**src/rtl/core/pol_pkg.sv**
```systemverilog
// pol_pkg: shared constants, command and status codes, and the cell control
// struct for the positional ordered list. No dependencies.
`timescale 1ns / 1ps
`default_nettype none

package pol_pkg;

  // List geometry
  localparam int CAPACITY = 16;
  localparam int IDX_W    = $clog2(CAPACITY);
  localparam int CNT_W    = 5;
  localparam int VAL_W    = 32;
  localparam int CMD_W    = 3;
  localparam int POS_W    = 5;
  localparam int ST_W     = 2;

  // Command codes
  localparam logic [CMD_W-1:0] CMD_INS_HEAD = 3'd0;
  localparam logic [CMD_W-1:0] CMD_INS_TAIL = 3'd1;
  localparam logic [CMD_W-1:0] CMD_INS_POS  = 3'd2;
  localparam logic [CMD_W-1:0] CMD_REM_HEAD = 3'd3;
  localparam logic [CMD_W-1:0] CMD_REM_TAIL = 3'd4;
  localparam logic [CMD_W-1:0] CMD_REM_POS  = 3'd5;

  // Status codes
  localparam logic [ST_W-1:0] ST_OK    = 2'd0;
  localparam logic [ST_W-1:0] ST_EMPTY = 2'd1;
  localparam logic [ST_W-1:0] ST_RANGE = 2'd2;
  localparam logic [ST_W-1:0] ST_FULL  = 2'd3;

  // Shift control broadcast to every cell of the row
  typedef struct packed {
    logic             ins;  // open a slot at 'at', cells above shift up
    logic             rem;  // drop cell 'at', cells above shift down
    logic [IDX_W-1:0] at;
  } pol_ctl_t;

endpackage

`default_nettype wire

```
**src/rtl/core/pol_cell.sv**
```systemverilog
// pol_cell: one entry of the shifting row; takes its left or right neighbor,
// the new value, or holds. Depends on pol_pkg.
`timescale 1ns / 1ps
`default_nettype none

module pol_cell (
  input  wire logic                      clk,
  input  wire logic [pol_pkg::IDX_W-1:0] cell_idx,
  input  wire pol_pkg::pol_ctl_t         ctl,
  input  wire logic [pol_pkg::VAL_W-1:0] ins_value,
  input  wire logic [pol_pkg::VAL_W-1:0] left_data,
  input  wire logic [pol_pkg::VAL_W-1:0] right_data,
  output logic      [pol_pkg::VAL_W-1:0] data_r
);

  logic [pol_pkg::VAL_W-1:0] data_nxt;

  // Shift selection for this cell's place in the row
  always_comb begin
    data_nxt = data_r;
    if (ctl.rem && (cell_idx >= ctl.at)) begin
      data_nxt = right_data;
    end else if (ctl.ins && (cell_idx > ctl.at)) begin
      data_nxt = left_data;
    end else if (ctl.ins && (cell_idx == ctl.at)) begin
      data_nxt = ins_value;
    end
  end

  // Entry storage, no reset: only cells below the count are ever read
  always_ff @(posedge clk) begin
    data_r <= data_nxt;
  end

endmodule

`default_nettype wire

```
**src/rtl/core/pol_ctrl.sv**
```systemverilog
// pol_ctrl: decodes a command against the current count into the row's
// shift control, the status and the next count. Depends on pol_pkg.
`timescale 1ns / 1ps
`default_nettype none

module pol_ctrl (
  input  wire logic [pol_pkg::CMD_W-1:0] cmd,
  input  wire logic [pol_pkg::POS_W-1:0] position,
  input  wire logic [pol_pkg::CNT_W-1:0] count,
  output pol_pkg::pol_ctl_t              ctl,
  output logic                           is_remove,
  output logic      [pol_pkg::ST_W-1:0]  status,
  output logic      [pol_pkg::CNT_W-1:0] count_nxt
);

  localparam logic [pol_pkg::CNT_W-1:0] CAP_CNT = pol_pkg::CNT_W'(pol_pkg::CAPACITY);

  logic                      is_insert;
  logic [pol_pkg::CNT_W-1:0] at_pos;
  logic                      full;
  logic                      empty;

  // Target position per command
  always_comb begin
    is_insert = 1'b0;
    is_remove = 1'b0;
    at_pos    = '0;
    case (cmd)
      pol_pkg::CMD_INS_HEAD: begin
        is_insert = 1'b1;
      end
      pol_pkg::CMD_INS_TAIL: begin
        is_insert = 1'b1;
        at_pos    = count;
      end
      pol_pkg::CMD_INS_POS: begin
        is_insert = 1'b1;
        at_pos    = pol_pkg::CNT_W'(position);
      end
      pol_pkg::CMD_REM_HEAD: begin
        is_remove = 1'b1;
      end
      pol_pkg::CMD_REM_TAIL: begin
        is_remove = 1'b1;
        at_pos    = empty ? '0 : count - 1'b1;
      end
      pol_pkg::CMD_REM_POS: begin
        is_remove = 1'b1;
        at_pos    = pol_pkg::CNT_W'(position);
      end
      default: begin
      end
    endcase
  end

  assign full  = (count >= CAP_CNT);
  assign empty = (count == '0);

  // Checks in order: full or empty first, then range
  always_comb begin
    status    = pol_pkg::ST_OK;
    count_nxt = count;
    ctl.ins   = 1'b0;
    ctl.rem   = 1'b0;
    ctl.at    = at_pos[pol_pkg::IDX_W-1:0];
    if (is_insert) begin
      if (full) begin
        status = pol_pkg::ST_FULL;
      end else if (at_pos > count) begin
        status = pol_pkg::ST_RANGE;
      end else begin
        ctl.ins   = 1'b1;
        count_nxt = count + 1'b1;
      end
    end else if (is_remove) begin
      if (empty) begin
        status = pol_pkg::ST_EMPTY;
      end else if (at_pos >= count) begin
        status = pol_pkg::ST_RANGE;
      end else begin
        ctl.rem   = 1'b1;
        count_nxt = count - 1'b1;
      end
    end
  end

endmodule

`default_nettype wire

```
**src/rtl/core/positional_ordered_list_unit.sv**
```systemverilog
// Positional ordered list: a row of 16 shifting cells holding signed 32-bit
// values, with the decode unit and result register. Depends on pol_pkg,
// pol_ctrl and pol_cell.
//
// Each command (insert or remove at head, tail or a given position) shifts the
// whole cell row in the cycle its beat is accepted, so a new command can be
// taken every cycle while the result register is free. The result beat
// (removed value, status, new count) appears in the output register the cycle
// after acceptance and a new input beat is taken while it waits, as long as
// out_ready frees that register in the same cycle. Failed commands leave the
// list unchanged. There is no clearing pass: the list is empty right after reset.
`timescale 1ns / 1ps
`default_nettype none

module positional_ordered_list_unit (
  input  wire logic                             clk,
  input  wire logic                             rst_n,
  input  wire logic                             in_valid,
  output logic                                  in_ready,
  input  wire logic        [pol_pkg::CMD_W-1:0] in_cmd,
  input  wire logic signed [pol_pkg::VAL_W-1:0] in_value_in,
  input  wire logic        [pol_pkg::POS_W-1:0] in_position,
  output logic                                  out_valid,
  input  wire logic                             out_ready,
  output logic signed      [pol_pkg::VAL_W-1:0] out_value_out,
  output logic             [pol_pkg::ST_W-1:0]  out_status,
  output logic             [pol_pkg::CNT_W-1:0] out_count_out
);

  localparam int N = pol_pkg::CAPACITY;

  logic                      accept;
  logic [pol_pkg::CNT_W-1:0] count_r;
  logic [pol_pkg::CNT_W-1:0] count_nxt;
  pol_pkg::pol_ctl_t         dec_ctl;
  pol_pkg::pol_ctl_t         row_ctl;
  logic                      is_remove;
  logic [pol_pkg::ST_W-1:0]  status;
  logic [pol_pkg::VAL_W-1:0] cell_data [N];
  logic [pol_pkg::VAL_W-1:0] res_value;
  logic                      out_valid_r;
  logic [pol_pkg::VAL_W-1:0] out_value_r;
  logic [pol_pkg::ST_W-1:0]  out_status_r;
  logic [pol_pkg::CNT_W-1:0] out_count_r;

  // Handshake: the result register frees up when it is empty or being taken
  assign in_ready = !out_valid_r || out_ready;
  assign accept   = in_valid && in_ready;

  // Command decode
  pol_ctrl u_ctrl (
    .cmd       (in_cmd),
    .position  (in_position),
    .count     (count_r),
    .ctl       (dec_ctl),
    .is_remove (is_remove),
    .status    (status),
    .count_nxt (count_nxt)
  );

  // Row only moves on an accepted beat
  always_comb begin
    row_ctl     = dec_ctl;
    row_ctl.ins = dec_ctl.ins && accept;
    row_ctl.rem = dec_ctl.rem && accept;
  end

  // Cell row; end cells see zero past the edge
  for (genvar i = 0; i < N; i++) begin : g_cell
    logic [pol_pkg::VAL_W-1:0] left_d;
    logic [pol_pkg::VAL_W-1:0] right_d;
    if (i == 0) begin : g_first
      assign left_d = '0;
    end else begin : g_mid_l
      assign left_d = cell_data[i-1];
    end
    if (i == N - 1) begin : g_last
      assign right_d = '0;
    end else begin : g_mid_r
      assign right_d = cell_data[i+1];
    end
    pol_cell u_cell (
      .clk        (clk),
      .cell_idx   (pol_pkg::IDX_W'(i)),
      .ctl        (row_ctl),
      .ins_value  (in_value_in),
      .left_data  (left_d),
      .right_data (right_d),
      .data_r     (cell_data[i])
    );
  end

  // Result value: removed entry, -1 on failed remove, zero otherwise
  always_comb begin
    if (dec_ctl.rem) begin
      res_value = cell_data[dec_ctl.at];
    end else if (is_remove) begin
      res_value = '1;
    end else begin
      res_value = '0;
    end
  end

  // Count and output valid
  always_ff @(posedge clk) begin
    if (!rst_n) begin
      count_r     <= '0;
      out_valid_r <= 1'b0;
    end else begin
      if (accept) begin
        count_r <= count_nxt;
      end
      if (accept) begin
        out_valid_r <= 1'b1;
      end else if (out_ready) begin
        out_valid_r <= 1'b0;
      end
    end
  end

  // Result payload register
  always_ff @(posedge clk) begin
    if (accept) begin
      out_value_r  <= res_value;
      out_status_r <= status;
      out_count_r  <= count_nxt;
    end
  end

  assign out_valid     = out_valid_r;
  assign out_value_out = out_value_r;
  assign out_status    = out_status_r;
  assign out_count_out = out_count_r;

  // Count never exceeds the row length
  a_count_bound: assert property (@(posedge clk) disable iff (!rst_n)
    count_r <= pol_pkg::CNT_W'(N))
    else $error("entry count above capacity");

  // Successful insert grows the list by one
  a_ins_count: assert property (@(posedge clk) disable iff (!rst_n)
    (accept && dec_ctl.ins) |=> (count_r == $past(count_r) + 1'b1))
    else $error("insert did not grow the count");

  // Reported count matches the internal count after each beat
  a_out_count: assert property (@(posedge clk) disable iff (!rst_n)
    accept |=> (out_count_r == count_r))
    else $error("result count differs from list count");

  // An error status never changes the list length
  a_err_hold: assert property (@(posedge clk) disable iff (!rst_n)
    (accept && (status != pol_pkg::ST_OK)) |=> $stable(count_r))
    else $error("failed command changed the count");

endmodule

`default_nettype wire
```
**config.mk**
```make
export PLATFORM = sky130hd
export DESIGN_NAME = positional_ordered_list_unit
export DESIGN_NICKNAME = d
export VERILOG_FILES = /design/src/rtl/core/pol_pkg.sv /design/src/rtl/core/pol_cell.sv /design/src/rtl/core/pol_ctrl.sv /design/src/rtl/core/positional_ordered_list_unit.sv
export SDC_FILE = /design/constraint.sdc
export NUM_CORES = 1
export LEC_CHECK = 0
export BUFFER_PORTS_ARGS = -buffer_cell sky130_fd_sc_hd__buf_2
export CAP_MARGIN = 20
export CORE_MARGIN = 10
export CORE_UTILIZATION = 60
export CTS_CLUSTER_SIZE = 8
export DETAILED_ROUTE_END_ITERATION = 7
export HOLD_SLACK_MARGIN = 0.03
export PLACE_DENSITY = 0.81
export SKIP_LAST_GASP = 1
export SYNTH_ARGS = -nofsm -noshare
export SYNTH_HDL_FRONTEND = slang
export SYNTH_HIERARCHICAL = 1
export SYNTH_SLANG_ARGS = --single-unit
```
**constraint.sdc**
```tcl
create_clock -name clk -period 7.25 [get_ports clk]
set_input_delay 1.45 -clock clk [delete_from_list [all_inputs] [get_ports clk]]
set_output_delay 1.45 -clock clk [all_outputs]
set_load 0.05 [all_outputs]
```
After elaboration in Yosys (flattened, before gate mapping)
Index checks and enable logic that the tools add are counted.
{"block": "totals", "ff_bits": 557, "out_inout_bits": 41, "wordCells": 233}
{"block": "classes", "add_sub_neg": 2, "order_cmp": 36, "eq_ne": 20, "n_mux": 77, "n_bitwise": 1, "n_reduce_logical": 76}
{"cell": "$mux 32", "count": 51}
{"cell": "$bmux 32 s4", "count": 1}
{"cell": "$logic_and 1x1->1", "count": 51}
{"cell": "$reduce_bool 3->1", "count": 15}
{"cell": "$mux 5", "count": 7}
{"cell": "$eq 4x4->1 const A", "count": 8}
{"cell": "$ge 4x4->1 const A", "count": 8}
{"cell": "$gt 4x4->1 const A", "count": 8}
{"cell": "$eq 3x4->1 const A", "count": 4}
{"cell": "$ge 3x4->1 const A", "count": 4}
{"cell": "$gt 3x4->1 const A", "count": 4}
{"cell": "$pmux 5 s3", "count": 1}
{"cell": "$mux 2", "count": 6}
{"cell": "$mux 1", "count": 11}
{"cell": "$ge 5x5->1 const B", "count": 2}
{"cell": "$eq 2x4->1 const A", "count": 2}
{"cell": "$ge 1x4->1 const A", "count": 2}
{"cell": "$ge 2x4->1 const A", "count": 2}
{"cell": "$gt 1x4->1 const A", "count": 2}
{"cell": "$gt 2x4->1 const A", "count": 2}
{"cell": "$eq 3x2->1 const B", "count": 2}
{"cell": "$eq 3x3->1 const B", "count": 2}
{"cell": "$reduce_or 3->1", "count": 2}
{"cell": "$add 5x1->5 const B", "count": 1}
{"cell": "13 further kinds", "count": 14}

Depth between registers and ports, before layout
Gate-level depths: netlist of the first run.
{"block": "logic_depth", "word_depth": 12, "ltp_mapped": 16, "mapped_depth_nobuf": 15}

By module
The synthesis of the first run kept the hierarchy.
{"mod": "pol_cell", "n_inst": 16, "cells_per_inst": 153, "area_each_um2": 1895.6, "seq_area_each_um2": 960.9}
{"mod": "positional_ordered_list_unit", "n_inst": 1, "cells_per_inst": 345, "area_each_um2": 5439.0, "seq_area_each_um2": 1291.2}
{"mod": "pol_ctrl", "n_inst": 1, "cells_per_inst": 84, "area_each_um2": 644.4, "seq_area_each_um2": 0.0}

Worst setup path after synthesis of the first run
OpenSTA, ideal clock, no wires.
{"block": "synth_timing", "path_type": "in2reg", "from": "input port in_cmd[0] in the netlist's numbering", "to": "register g_cell[0].u_cell/data_r[0] in the netlist's numbering (enable)", "setup_ns": 0.374, "arrival_time_ns": 6.380, "slack_ns": 0.496, "cell_stages": 9, "path_buffers": 1, "cell_sequence": "buf_6 -> or4b_4 -> o311ai_1 -> ha_1 -> nor2_1 -> a211oi_4 -> o2bb2ai_1 -> and3_1 -> o22a_2"}
{"element": "start: declaration", "line": "positional_ordered_list_unit.sv:20", "rtl": "input wire logic [pol_pkg::CMD_W-1:0] in_cmd,"}
{"element": "end signal: assignment", "line": "pol_cell.sv:32", "rtl": "data_r <= data_nxt;"}
{"element": "end: declaration", "line": "pol_cell.sv:13", "rtl": "output logic [pol_pkg::VAL_W-1:0] data_r"}

==> metrics.cfg, run 1 <==
[yosys]
ys_types = 63
yosys_register_bits = 557
synthFlopType = edfxtp_1
synthArstFlopShare_pct = 0
synth_top_area_share_pct = 45.44
synth_area_um2 = 36410
ys_warn_count = 6
synth_edf_count = 551
syn_avg_cell_area_um2 = 12.66
yosysSeqAreaShare_pct = 45.77
syn_inst = 2877
synth_area_leader_cell = edfxtp_1
synthTopCellsByArea = edfxtp_1, mux2i_1, a21oi_2

[grt]
antenna_found_initial = 8
grt_max_degree = 145
grt_pass1_vias = 26836
grt_use_total_pct = 30.69
grt_overflow = 0
grt_pass1_wl_um = 164700

[hold_path]
hp-class = reg2reg
whs_endpoint = g_cell[14].u_cell/data_r[10]
hold_path_depth = 2
min_from = g_cell[15].u_cell/data_r[10]

[worst_setup_path]
cp-start-kind = flip-flop
crit_required_ns = 7.59
rr_startpoint = count_r[0]
rrSetupSlack_ns = 1.49
r2r-end = g_cell[4].u_cell/data_r[2]
cp_max_fo = 100
crit_arrival_ns = 6.10
crit_path_end_kind = flip-flop
path_class = reg2reg
reg2regPathDepth = 14

[die]
fp.dieW_um = 266.4
core_um2 = 60250
die_h_um = 266.4
rows = 90
io_pins = 85
die_area_um2 = 70940
start_util_pct = 60.44

[clocking]
cts_htree_levels = 3
clock_sinks = 557
clk_latency_ns = 0.63
root_buffer = clkbuf_16
cts_setup_buffers = 0
cts_tree = yes
cts_resized = 0
clockBufferDepth = 3
cts_hold_buf = 0
clkTransAtPathRegs_ns = 0.05
numCtsBuffers = 80

[sta]
whs_ns = 0.5889
fmax_mhz = 173.5
setup_viol = 0
setup_ws_ns = 1.486
fin_crit_sh_pct = 79.51
hold_viol = 0
worst_pin_slew_ns = 1.160
setup_tns_ns = 0
finClkSkew_ns = 0.03032
period_minus_slack_ns = 5.764
rsz0062_at_grt = no
slew-limit-headroom_pct = 22.36
slew_violations = 0

[detailed_routing]
drt-wirelength-per-cell_um = 28.46
vias = 26236
vias_per_cell = 6.800
dr.first_iter.drc_count = 2916
drtPass1Iterations = 7
ant_nets = 0
wl_um = 109800
remaining_drc_errors = 0

[power]
peakVddDrop_mv = 0.1800
p_comb_share_pct = 21.6
switching_power_mw = 2.774
power.internal_mw = 6.767
seq_power_share_pct = 43.0
swShare_pct = 29.07
power.density_nw_per_um2 = 238.7
clkPwrFrac_pct = 35.4
p_leak_nw = 16.83

[placed_design]
postPlaceCellArea_um2 = 37770
gp_congestion = 0.8905
post-dp-hpwl_um = 66870
place_ws_ns = 1.038
portBuffers = 84

[final_layout]
area_growth_pct = 9.772
final_core_util_pct = 66.35
finalInstanceArea_um2 = 39970
final_common_cell = edfxtp_1
final_cell_mix = edfxtp_1, mux2i_1, nor2_1, a21oi_2
drive_gt1_share_pct = 30.07
layout.nets = 3170

[run]
maxCapViolCount = 0

[status]
status = finished, final reports clean

==> worst max-delay path: stages, from the launching register on <==
cell and delay (ns):
dfxtp_1 0.55, inv_1 0.12, ha_1 0.30, nor4b_4 0.19
or4b_4 0.57, o21ai_4 0.39, buf_12 0.69, inv_1 0.12
ha_1 0.35, nor2b_4 0.13, o211a_4 0.25, o211ai_4 0.88
buf_4 0.47, mux2i_1 0.29, a21oi_2 0.08
==> cell families (layout without fill, tap and decap cells) <==
family          count (synthesis)  in the layout  synth area share [%]
buf+inv                       265            332                 4.845
compound gates                694            694                 16.57
fa+ha+maj                      71             71                 2.440
xor+xnor                        2              2               0.04812
other cells                     2            134               0.02062
flops                         557            557                 45.77
simple gates                  612            612                 7.381
mux                           674            674                 22.93
==> flip-flops by register name, summed over array words and instances, names as in the netlist <==
name                  cells
g_cell.u_cell/data_r    512
out_value_out            32
out_valid                 1
count_r                   5
out_count_out             5
out_status                2
==> cells in the mapped netlist (all sizes together), types with 5 or more instances <==
library cell	instances
and3	9
a21oi	516
dfxtp	6
nor2b	18
clkbuf	18
a21o	17
nand4	16
edfxtp	551
mux4	128
mux2i	545
o211ai	48
ha	71
o22a	16
a22oi	34
a21boi	6
o211a	16
nor2	520
nand2	7
buf	174
o21a	5
inv	73
nand2b	21
o21ai	21
==> cell type report <==
type                    count  area [µm²]
inverters                  73       274.0
clock inverters             5       48.80
clock buffers              92        2100
diodes                      6       15.01
well taps                 782       978.4
fillers                  4291       20270
flip-flops and latches    557       16670
multi-input cells        2181       18610
repair buffers            162        1276
==> layer usage <==
| layer | part of all wire (%) | GRT usage [%] |
|---|---|---|
| met5 | 0.038 | 0 |
| met4 | 5.9 | 17.20 |
| met3 | 10 | 5.951 |
| met2 | 46 | 49.04 |
| met1 | 37 | 38.80 |
==> worst max path at each step <==
stage / depth (start not counted) / end / from / slack [ns]
final: 14 / g_cell[4].u_cell/data_r[2] / count_r[0] / 1.49
after global routing: 14 / g_cell[4].u_cell/data_r[17] / count_r[0] / 1.31
after CTS: 14 / g_cell[4].u_cell/data_r[1] / count_r[0] / 1.58
after detailed placement: 12 / g_cell[4].u_cell/data_r[1] / in_cmd[0] / 1.04
after global placement: 12 / g_cell[4].u_cell/data_r[17] / in_cmd[0] / 1.18
after floorplan: 9 / g_cell[0].u_cell/data_r[0] / in_cmd[0] / 0.50
==> power groups by stage <==
stage               Sequential, mW  Combinational [mW]  Clock [mW]
global placement              4.14                1.93           0
finish                        4.10                2.06        3.38
global route                  4.12                2.16        3.54
floorplan                     4.15                1.46           0
detailed placement            4.15                2.01           0
CTS                           4.10                2.01        3.41
==> per-stage QoR <==
| stage | power, mW | cells |
|---|---|---|
| after floorplan | 5.611 | 3003 |
| after global placement | 6.072 | 3752 |
| after detailed placement | 6.159 | 3753 |
| after CTS | 9.518 | 3850 |
| after global routing | 9.817 | 3853 |
| final | 9.541 | 3858 |
(Power assumes the default switching activity.)
==> run 2: changes to the inputs <==
==> constraint.sdc (replaced) <==
create_clock -name clk -period 5.9 [get_ports clk]
set_input_delay 1.18 -clock clk [delete_from_list [all_inputs] [get_ports clk]]
set_output_delay 1.18 -clock clk [all_outputs]
set_load 0.05 [all_outputs]
==> run 2 against run 1 <==
Against the previous run: total power up 23%; clock power up 23%; sequential cell count unchanged; largest cell class unchanged; first-iteration DRC count up 15%; setup slack worse by 0.98 ns; sequential share of layout area down 0.20 points; sequential power up 23%; fmax up 6.8%; critical path depth unchanged; clock skew down 0.0097 ns; final cell count up 0.18%; non-clock buffer count up 6.
==> metrics.cfg, run 2 (synthesis gave the netlist of run 1 again) <==
[final_layout]
layout.nets = 3175  ; +0.16%
drive_gt1_share_pct = 30.17  ; +0.10 points
largest_reg_flops = 512  ; unchanged
final_cell_mix = edfxtp_1, mux2i_1, nor2_1, a21oi_2
final_common_cell = edfxtp_1
finalInstanceArea_um2 = 40160  ; +0.48%
area_growth_pct = 10.30
num-fill-cells = 4215  ; -1.8%
regMostFlops = g_cell.u_cell/data_r

[placed_design]
portBuffers = 84  ; unchanged
gp_congestion = 0.8675  ; -2.6%
postPlaceCellArea_um2 = 38010  ; +0.64%
post-dp-hpwl_um = 64140  ; -4.1%
place_ws_ns = 0.2731  ; -0.7649 ns

[die]
core_um2 = 60250  ; unchanged
rows = 90  ; unchanged
fp.dieW_um = 266.4  ; unchanged
die_h_um = 266.4  ; unchanged
start_util_pct = 60.44  ; unchanged
die_area_um2 = 70940  ; unchanged
io_pins = 85  ; unchanged

[worst_setup_path]
path_cells = inv_1, ha_1, nor4b_4, or4b_4, o21ai_4, buf_4, inv_1, ha_1, nor2b_4, o211a_4, o211ai_4, buf_4, mux2i_1, a21oi_2
crit_arrival_ns = 5.73  ; -0.37 ns
cp_max_fo = 49  ; -51%
crit_buf_inv = 4  ; unchanged
cp_slowest_cell = buf_4
path_class = reg2reg
crit_required_ns = 6.23  ; -1.36 ns
cp-start-kind = flip-flop
critical_path.top_delay_family = buffers and inverters
crit_path_end_kind = flip-flop
slowest_delay_ns = 0.87  ; about the same

[clocking]
clock_sinks = 557  ; unchanged
clkTransAtPathRegs_ns = 0.05  ; about the same
numCtsBuffers = 79  ; -1.3%
root_buffer = clkbuf_16
cts_hold_buf = 0  ; unchanged
clk_latency_ns = 0.62  ; about the same
cts_resized = 0  ; unchanged
cts_htree_levels = 3  ; unchanged
cts_tree = yes
clockBufferDepth = 3  ; unchanged
cts_setup_buffers = 0  ; unchanged

[sta]
setup_ws_ns = 0.5011  ; -0.9846 ns
fin_crit_sh_pct = 91.51  ; +12 points
hold_viol = 0  ; unchanged
finClkSkew_ns = 0.02066  ; -0.009662 ns
setup_viol = 0  ; unchanged
slew-limit-headroom_pct = 30.77  ; +8.4 points
period_minus_slack_ns = 5.399  ; -0.3654 ns
setup_tns_ns = 0  ; unchanged
worst_pin_slew_ns = 1.038  ; -0.1218 ns
slew_violations = 0  ; unchanged
fmax_mhz = 185.2  ; +6.8%
rsz0062_at_grt = no

[grt]
grt_pass1_vias = 27078  ; +0.90%
grt_use_total_pct = 30.69  ; about the same
grt_pass1_wl_um = 165500  ; +0.48%
antenna_found_initial = 9  ; +1
grt_max_degree = 65  ; -55%
grt_overflow = 0  ; unchanged

[power]
clkPwrFrac_pct = 35.4  ; about the same
p_leak_nw = 16.92  ; +0.52%
swShare_pct = 29.18  ; +0.11 points
peakVddDrop_mv = 0.1830  ; +1.7%
power.internal_mw = 8.321  ; +23%
p_comb_share_pct = 21.7  ; about the same
seq_power_share_pct = 42.9  ; about the same
power.density_nw_per_um2 = 292.6  ; +23%
switching_power_mw = 3.428  ; +24%
totalPowerFinal_mw = 11.75  ; +23%

[detailed_routing]
drtPass1Iterations = 5  ; -2
vias_per_cell = 6.807  ; about the same
wl_um = 110200  ; +0.35%
remaining_drc_errors = 0  ; unchanged
vias = 26309  ; +0.28%
ant_nets = 0  ; unchanged
drt-wirelength-per-cell_um = 28.50  ; +0.17%
dr.first_iter.drc_count = 3355  ; +15%

[hold_path]
hp-class = reg2reg

[status]
status = finished, final reports clean

[run]
maxCapViolCount = 0  ; unchanged

[run 2: cell count changes in the layout (fill, tap and decap cells not counted), sizes merged]
| cell | previous run | this run |
|---|---|---|
| buf | 162 | 168 |
| diode | 6 | 7 |
| clkbuf | 92 | 94 |
| clkinv | 4 | 2 |
[run 2: area by class of cell]
cell class	instances	area [µm²]	area share, %
antenna	7	17.52	0.04361
multi-input combinational	2181	18610	46.34
sequential	557	16670	41.50
clock buffer	94	2097	5.221
inverter	73	274.0	0.6822
timing repair buffer	168	1476	3.676
tap	782	978.4	2.436
clock inverter	3	41.29	0.1028
[run 2: layer usage]
layer | wire length [µm] | global-route usage (%)
met5 | 0 | 0
met4 | 5233 | 14.84
met3 | 12450 | 6.717
met2 | 52610 | 50.43
met1 | 39880 | 38.00
[run 2: path summary, 6_finish.rpt]
check	cells past startpoint	from	to	slack, ns
hold / removal	2	g_cell[15].u_cell/data_r[22]	g_cell[14].u_cell/data_r[22]	0.60
setup reg to reg	14	count_r[0]	g_cell[12].u_cell/data_r[7]	0.50
setup / recovery	14	count_r[0]	g_cell[12].u_cell/data_r[7]	0.50
hold reg to reg	2	g_cell[15].u_cell/data_r[22]	g_cell[14].u_cell/data_r[22]	0.60
[run 2: stage by stage]
step / hold slack (ns) / utilization (%) / std cells
6_report: 0.5967 / 66.67 / 3865
3_3_place_gp: 0.5727 / 63.09 / 3761
5_1_grt: 0.6226 / 66.65 / 3862
3_5_place_dp: 0.5790 / 63.09 / 3761
2_1_floorplan: 0.5566 / - / 3003
4_1_cts: 0.5916 / 66.64 / 3858
[run 2: power by group through the flow]
| stage | sequential, mW | combinational [mW] | clock, mW |
|---|---|---|---|
| after floorplan | 5.10 | 1.79 | 0 |
| after global placement | 5.08 | 2.39 | 0 |
| after detailed placement | 5.10 | 2.49 | 0 |
| after CTS | 5.03 | 2.49 | 4.17 |
| after global routing | 5.07 | 2.67 | 4.33 |
| final | 5.04 | 2.55 | 4.16 |
[run 2: worst reg2reg max path: stages, from the launching register on]
cell and delay, ns:
dfxtp_1 0.56, inv_1 0.12, ha_1 0.28, nor4b_4 0.17
or4b_4 0.57, o21ai_4 0.37, buf_4 0.87, inv_1 0.12
ha_1 0.35, nor2b_4 0.14, o211a_4 0.25, o211ai_4 0.18
buf_4 0.70, mux2i_1 0.36, a21oi_2 0.09
